$ cat config.mk
export PLATFORM = sky130hd
export DESIGN_NAME = windowed_sensor_capture_trigger_unit
export DESIGN_NICKNAME = d
export VERILOG_FILES = /design/src/rtl/wsct_pkg.sv /design/src/rtl/wsct_window_lane.sv /design/src/rtl/wsct_decide.sv /design/src/rtl/windowed_sensor_capture_trigger_unit.sv
export SDC_FILE = /design/constraint.sdc
export NUM_CORES = 1
export LEC_CHECK = 0
export ABC_AREA = 1
export BUFFER_PORTS_ARGS = -buffer_cell sky130_fd_sc_hd__buf_2
export CAP_MARGIN = 20
export CELL_PAD_IN_SITES_DETAIL_PLACEMENT = 0
export CELL_PAD_IN_SITES_GLOBAL_PLACEMENT = 2
export CORE_AREA = 2 2 244 246
export CTS_CLUSTER_DIAMETER = 150
export DETAILED_ROUTE_END_ITERATION = 12
export DIE_AREA = 0 0 246 248
export PLACE_DENSITY_LB_ADDON = 0.1
export SLEW_MARGIN = 10
export SYNTH_ARGS = -nofsm -noshare
export SYNTH_HDL_FRONTEND = slang
export SYNTH_SLANG_ARGS = --single-unit
$ cat constraint.sdc
create_clock -name clock -period 7.9 [get_ports clock]
set_input_delay 0 -clock clock [delete_from_list [all_inputs] [get_ports clock]]
set_output_delay 0 -clock clock [all_outputs]
set_load 0.05 [all_outputs]
$ cat src/rtl/wsct_pkg.sv
// ----------------------------------------------------------------------------
// wsct_pkg
// Types and constants shared by the capture trigger unit.
// ----------------------------------------------------------------------------
`timescale 1ns / 1ps
`default_nettype none

package wsct_pkg;

   localparam int NUM_LANES   = 4;
   localparam int SUPPLY_LANE = 3;
   localparam int SAMPLE_W    = 16;
   localparam int TIME_W      = 32;
   localparam int CSR_DATA_W  = 34;
   localparam int CSR_INDEX_W = 3;

   localparam logic CMD_TICK = 1'b0;
   localparam logic CMD_ARM  = 1'b1;

   typedef enum logic [CSR_INDEX_W-1:0] {
      CSR_WINDOW_ACC_X  = 3'd0,
      CSR_WINDOW_ACC_Y  = 3'd1,
      CSR_WINDOW_ACC_Z  = 3'd2,
      CSR_WINDOW_SUPPLY = 3'd3,
      CSR_TIMEOUT       = 3'd4,
      CSR_COMBINE       = 3'd5,
      CSR_CAPTURE_TAG   = 3'd6
   } csr_index_type;

   typedef enum logic [1:0] {
      CAUSE_NONE    = 2'd0,
      CAUSE_TIMEOUT = 2'd1,
      CAUSE_SENSOR  = 2'd2
   } cause_type;

   typedef struct packed {
      logic                enable;
      logic                inside_mode;
      logic [SAMPLE_W-1:0] hi;
      logic [SAMPLE_W-1:0] lo;
   } window_type;

   typedef struct packed {
      logic require_all;
      logic fire_on_timeout;
   } combine_type;

   typedef struct packed {
      logic                erase;
      logic                camera;
      logic [SAMPLE_W-1:0] callback;
   } tag_type;

   typedef struct packed {
      logic                fired;
      cause_type           cause;
      logic                camera_sel;
      logic [SAMPLE_W-1:0] callback_tag;
      logic                erase_before;
      logic                still_waiting;
   } rsp_type;

endpackage

`default_nettype wire

$ cat src/rtl/wsct_window_lane.sv
// ----------------------------------------------------------------------------
// wsct_window_lane
// One sensor lane: half-open window test [lo,hi), inside or outside.
// ----------------------------------------------------------------------------
`timescale 1ns / 1ps
`default_nettype none

module wsct_window_lane
   import wsct_pkg::*;
(
   input  window_type          win,
   input  logic                sign_mode,
   input  logic [SAMPLE_W-1:0] sample,
   output logic                hit
);

   logic signed [SAMPLE_W:0] rd;
   logic signed [SAMPLE_W:0] lo;
   logic signed [SAMPLE_W:0] hi;
   logic                     in_window;

   // one extra bit so signed and unsigned compares share the same comparator
   assign rd = {sign_mode & sample[SAMPLE_W-1], sample};
   assign lo = {sign_mode & win.lo[SAMPLE_W-1], win.lo};
   assign hi = {sign_mode & win.hi[SAMPLE_W-1], win.hi};

   assign in_window = (lo <= rd) && (rd < hi);
   assign hit       = win.enable && (win.inside_mode ? in_window : !in_window);

endmodule

`default_nettype wire

$ cat src/rtl/wsct_decide.sv
// ----------------------------------------------------------------------------
// wsct_decide
// Merges lane hits, checks the timeout and forms the result and next state.
// ----------------------------------------------------------------------------
`timescale 1ns / 1ps
`default_nettype none

module wsct_decide
   import wsct_pkg::*;
(
   input  logic                 cmd,
   input  logic [TIME_W-1:0]    now_ms,
   input  logic                 waiting,
   input  logic [TIME_W-1:0]    arm_time,
   input  logic [TIME_W-1:0]    timeout_limit,
   input  combine_type          combine,
   input  tag_type              tag,
   input  logic [NUM_LANES-1:0] lane_hit,
   output rsp_type              rsp,
   output logic                 next_waiting
);

   logic [TIME_W-1:0] elapsed;
   logic              timed_out;
   logic              sensor_hit;
   cause_type         cause;

   assign elapsed    = now_ms - arm_time;
   assign timed_out  = elapsed > timeout_limit;
   assign sensor_hit = combine.require_all ? (&lane_hit) : (|lane_hit);

   always_comb begin
      cause        = CAUSE_NONE;
      next_waiting = waiting;
      priority if (cmd == CMD_ARM) begin
         next_waiting = 1'b1;
      end else if (waiting && timed_out) begin
         next_waiting = 1'b0;
         if (combine.fire_on_timeout) begin
            cause = CAUSE_TIMEOUT;
         end
      end else if (waiting && sensor_hit) begin
         next_waiting = 1'b0;
         cause        = CAUSE_SENSOR;
      end
   end

   always_comb begin
      rsp               = '0;
      rsp.cause         = cause;
      rsp.fired         = (cause != CAUSE_NONE);
      rsp.still_waiting = next_waiting;
      if (cause != CAUSE_NONE) begin
         rsp.camera_sel   = tag.camera;
         rsp.callback_tag = tag.callback;
         rsp.erase_before = tag.erase;
      end
   end

endmodule

`default_nettype wire

$ cat src/rtl/windowed_sensor_capture_trigger_unit.sv
// ----------------------------------------------------------------------------
// windowed_sensor_capture_trigger_unit
// Arm/tick capture trigger with four window lanes and a timeout.
// ----------------------------------------------------------------------------
// Takes one request beat per clock while req_ready is high and returns
// exactly one response beat per request, registered in the cycle after
// acceptance. Four lanes (x, y, z acceleration and supply) test their window
// in parallel and a merge stage combines them with the timeout check; the
// waiting flag and arm time are updated at acceptance, so back-to-back
// requests see each other's state. req_ready is high whenever the response
// register is empty or being drained in the same cycle; rsp_ready low while
// a response is held stalls the input in that cycle. Configuration writes
// take effect on the next clock; indexes above 6 are dropped.
`timescale 1ns / 1ps
`default_nettype none

module windowed_sensor_capture_trigger_unit
   import wsct_pkg::*;
(
   input  logic                   clock,
   input  logic                   reset,
   // configuration
   input  logic                   csr_we,
   input  logic [CSR_INDEX_W-1:0] csr_index,
   input  logic [CSR_DATA_W-1:0]  csr_wdata,
   // request channel
   input  logic                   req_valid,
   output logic                   req_ready,
   input  logic                   req_cmd,
   input  logic [TIME_W-1:0]      req_now_ms,
   input  logic signed [SAMPLE_W-1:0] req_acc_x,
   input  logic signed [SAMPLE_W-1:0] req_acc_y,
   input  logic signed [SAMPLE_W-1:0] req_acc_z,
   input  logic [SAMPLE_W-1:0]    req_supply_raw,
   // response channel
   output logic                   rsp_valid,
   input  logic                   rsp_ready,
   output logic                   rsp_fired,
   output logic [1:0]             rsp_fire_cause,
   output logic                   rsp_camera_sel,
   output logic [SAMPLE_W-1:0]    rsp_callback_tag,
   output logic                   rsp_erase_before,
   output logic                   rsp_still_waiting
);

   window_type          window_ff [NUM_LANES];
   logic [TIME_W-1:0]   timeout_ff;
   combine_type         combine_ff;
   tag_type             tag_ff;

   logic                waiting_ff;
   logic [TIME_W-1:0]   arm_time_ff;
   logic                rsp_valid_ff;
   rsp_type             rsp_ff;

   logic [SAMPLE_W-1:0] lane_sample [NUM_LANES];
   logic [NUM_LANES-1:0] lane_hit;
   rsp_type             rsp_in;
   logic                waiting_in;
   logic                req_fire;

   // ---- configuration registers ----
   always_ff @(posedge clock) begin
      if (reset) begin
         for (int i = 0; i < NUM_LANES; i++) begin
            window_ff[i] <= '0;
         end
         timeout_ff <= '0;
         combine_ff <= '0;
         tag_ff     <= '0;
      end else if (csr_we) begin
         unique case (csr_index_type'(csr_index))
            CSR_WINDOW_ACC_X:  window_ff[0] <= csr_wdata;
            CSR_WINDOW_ACC_Y:  window_ff[1] <= csr_wdata;
            CSR_WINDOW_ACC_Z:  window_ff[2] <= csr_wdata;
            CSR_WINDOW_SUPPLY: window_ff[SUPPLY_LANE] <= csr_wdata;
            CSR_TIMEOUT:       timeout_ff <= csr_wdata[TIME_W-1:0];
            CSR_COMBINE:       combine_ff <= csr_wdata[$bits(combine_type)-1:0];
            CSR_CAPTURE_TAG:   tag_ff     <= csr_wdata[$bits(tag_type)-1:0];
            default: ;
         endcase
      end
   end

   // ---- sensor lanes ----
   assign lane_sample[0]           = req_acc_x;
   assign lane_sample[1]           = req_acc_y;
   assign lane_sample[2]           = req_acc_z;
   assign lane_sample[SUPPLY_LANE] = req_supply_raw;

   for (genvar g = 0; g < NUM_LANES; g++) begin : g_lane
      wsct_window_lane u_lane (
         .win       (window_ff[g]),
         .sign_mode (g != SUPPLY_LANE),
         .sample    (lane_sample[g]),
         .hit       (lane_hit[g])
      );
   end

   // ---- merge ----
   wsct_decide u_decide (
      .cmd           (req_cmd),
      .now_ms        (req_now_ms),
      .waiting       (waiting_ff),
      .arm_time      (arm_time_ff),
      .timeout_limit (timeout_ff),
      .combine       (combine_ff),
      .tag           (tag_ff),
      .lane_hit      (lane_hit),
      .rsp           (rsp_in),
      .next_waiting  (waiting_in)
   );

   // ---- handshake and state ----
   assign req_ready = !rsp_valid_ff || rsp_ready;
   assign req_fire  = req_valid && req_ready;

   always_ff @(posedge clock) begin
      if (reset) begin
         waiting_ff   <= 1'b0;
         arm_time_ff  <= '0;
         rsp_valid_ff <= 1'b0;
      end else begin
         if (req_fire) begin
            waiting_ff <= waiting_in;
            if (req_cmd == CMD_ARM) begin
               arm_time_ff <= req_now_ms;
            end
         end
         if (req_fire) begin
            rsp_valid_ff <= 1'b1;
         end else if (rsp_ready) begin
            rsp_valid_ff <= 1'b0;
         end
      end
   end

   always_ff @(posedge clock) begin
      if (req_fire) begin
         rsp_ff <= rsp_in;
      end
   end

   assign rsp_valid         = rsp_valid_ff;
   assign rsp_fired         = rsp_ff.fired;
   assign rsp_fire_cause    = rsp_ff.cause;
   assign rsp_camera_sel    = rsp_ff.camera_sel;
   assign rsp_callback_tag  = rsp_ff.callback_tag;
   assign rsp_erase_before  = rsp_ff.erase_before;
   assign rsp_still_waiting = rsp_ff.still_waiting;

endmodule

`default_nettype wire

==> key figures <==
Outcome
  • Status: finished clean

Timing
  • Layout Skew: 0.0177 ns
  • Fin. max-slew vios: 0
  • WHS: 0.0368 ns
  • RSZ-0062 raised after global routing: no
  • Setup_tns: 0 ns
  • Minimum clock period: ~4.8 ns
  • Period utilization: 61.1%
  • Count of final hold-check violations: 0
  • Final-report setup violation count: 0
  • Worst-Margin Slew: about 1.1 ns
  • Slew headroom: 29.7%
  • Fmax: around 0.21 GHz

Worst setup path
  • Critical path's largest stage delay: approximately 0.6 ns
  • Crit-path slowest cell: nand4_2
  • Worst Path Required: slightly above 8 ns
  • Crit path launch type: register
  • Critical Path AT: between 5 and 6 ns
  • Most used cell, CP: nand2_1
  • Worst setup EP type: register
  • Worst Path Max Fanout: 20
  • Critical path class: register to register

Pwr
  • VDD IR max: 0.000111 V
  • PwrDens: between 200 and 250 mW/mm²
  • Static Leak: 8.22 nW

Route
  • DR pass1 iterations: 5
  • Initial drt markers: 484
  • DRC Markers: 0
  • Vias per cell: 4.29
  • Average wire per standard cell: 17.7 µm
  • Antenna viol nets, final: 0
  • Total Wirelength: 48000 µm
  • Via count: about 12000

Yosys
  • Top post-synthesis cells by area: edfxtp_1 (33%), ha_1 (16%), dfxtp_1 (12%)
  • Top cell type's share of synthesized area: 32.9%
  • Biggest area consumer among synthesized cells: edfxtp_1
  • Mean Syn Cell Area: approximately 8.7 µm²
  • Unique masters post-synth: 40
  • Synth Net Count: 1991
  • Syn. warnings: 0
  • Post-synthesis sequential area ratio: 44.8%
  • Synth Instances: 1664
  • Register bit count reported by yosys: 244
  • Synth Cell Area: ~0.014 mm²

Global routing
  • Initial antenna violation count: 2
  • Most Used Layer, Global Route: met2
  • Vias in the first global route: around 11000
  • First-pass GRT wire length: 70300 µm
  • Congestion Overflow GR: 0
  • Pin count of the biggest net entering global routing: a little under 90
  • Met1 Resource Use GR: 19.7%
  • Met3 GRT Util: 2.36%
  • Total GRT Usage: 15.8%
  • Met2 Resource Use GR: 28.6%

Die
  • Die Span Y: roughly 250 µm
  • Top Ports: 163
  • Initial Util: 24.7%
  • Chip width: approximately 250 µm
  • Die area: 0.0610 mm²
  • Num rows: 89
  • Core area: just under 0.06 mm²

Clock network
  • Clock latency on the worst-skew pair: 0.54 ns
  • Clk sink count: 244
  • Root Driver: clkbuf_16
  • Clock-pin slew on the worst setup and hold paths: 0.05 ns
  • CTS max path bufs: 3
  • H-tree depth: 2
  • Setup Buffers After CTS: 0
  • CTS tree: done
  • CTS Buf Count: 34

Placed design
  • Post-DP HPWL: 35600 µm
  • GP Congestion: 0.754
  • Placed cell areas: 0.0161 mm²
  • Number of port buffers: 162
  • Placed cells: 2567

Final layout
  • # fillers: between 6000 and 7000
  • Fin cells: 2709
  • Commonest non-fill, non-tap cell in the layout: inv_1
  • Final net count: 2237
  • Fin area: 0.0180 mm²
  • Most frequent cells in the layout: inv_1 (300), nand2_1 (211), nor2_1 (197)
  • Area Growth Syn to Fin: 24.6%
  • Layout cells sized above 1: between 10% and 20%

Job
  • Number of max-cap violations: 0

Min path
  • HP Class: input port to register
## layout make-up
cell class	instances	area (µm²)	area share, %
antenna	2	5.00	0.0278
clock buffer	58	1010	5.63
clock inverter	2	13.8	0.0766
inverter	302	1130	6.31
multi-input combinational	1078	6680	37.2
sequential	244	6470	36.0
tap	773	967	5.38
timing repair buffer	250	1700	9.44
## layer usage
metal  routed length (µm)  share of wire, %
met5                    0                 0
met4                  660               1.4
met1                21600                45
met2                24400                51
met3                 1310               2.7
## synthesized netlist by cell type
master,instances
o221ai_1,3
nor2_1,197
inv_1,300
nand4_1,15
nand3_1,45
a21o_1,4
xnor2_1,9
nand3_2,4
a21boi_2,5
o21ai_0,116
a21boi_1,10
o211ai_1,3
nand2_2,4
ha_1,187
buf_2,1
o21ai_1,2
clkbuf_1,37
a21oi_2,4
o2111ai_1,2
dfxtp_1,86
a221oi_1,1
nand3b_1,1
nand4_2,1
a21oi_1,190
xor2_1,22
o21bai_1,5
fa_1,1
o21a_1,5
inv_2,2
buf_6,2
nor4_4,2
a31oi_1,3
and2_1,1
a211oi_1,2
edfxtp_1,158
nor4_1,7
a21boi_0,1
nor3_1,11
nand2_1,214
o31ai_1,1
## critical path, delay by kind of cell (launching register included)
kind                       cells  cell delay (ns)
AOI/OAI and AO/OA              5             1.21
xor gates and xnor gates       1             0.09
adders and majority gates      3             0.82
buffers and inverters          4             0.25
DFF                            1             0.32
and+or+nand+nor               13             1.95
## repair_timing
action	in CTS	in global routing
setup endpoints to repair	0	0
gates resized for setup	0	0
hold buffers	77	0
endpoints found under the hold margin	85	0
## power breakdown
part / total, mW / internal, mW / switching (mW)
Clock: 1.46 / 0.867 / 0.590
Combinational: 0.728 / 0.267 / 0.462
Sequential: 1.46 / 1.43 / 0.0221
Total: 3.64 / 2.57 / 1.07
## per-stage QoR
step	setup WS [ns]	power, mW	utilization (%)
after floorplan	4.24	1.94	-
after global placement	2.93	2.19	27.6
after detailed placement	2.79	2.20	27.6
after CTS	2.76	3.71	30.6
after global routing	2.50	3.85	30.7
final	3.07	3.64	30.7
## worst paths after layout
check | start | endpoint | slack [ns] | cells past startpoint
min | req_cmd | waiting_ff | 0.04 | 5
max reg2reg | arm_time_ff[0] | rsp_callback_tag[9] | 3.07 | 26
max | arm_time_ff[0] | rsp_callback_tag[9] | 3.07 | 26
min reg2reg | arm_time_ff[22] | arm_time_ff[22] | 0.46 | 2
## cell families after synthesis
group,Yosys count,synth area share [%]
flip-flops,244,44.8
buffers and inverters,342,9.01
adder cells (fa/ha/maj),188,16.4
AND/OR/NAND/NOR,502,14.5
XOR/XNOR,31,1.88
AO/OA/AOI/OAI,357,13.4
## flip-flops by register name, summed over array words and instances (netlist names)
signal and cells:
rsp_callback_tag 16, arm_time_ff 32, tag_ff 18, rsp_valid 1
timeout_ff 32, rsp_fired 1, rsp_camera_sel 1, rsp_erase_before 1
rsp_still_waiting 1, rsp_fire_cause 2, window_ff 136, waiting_ff 1
combine_ff 2
Note: power is estimated with default switching activity, not from simulation.
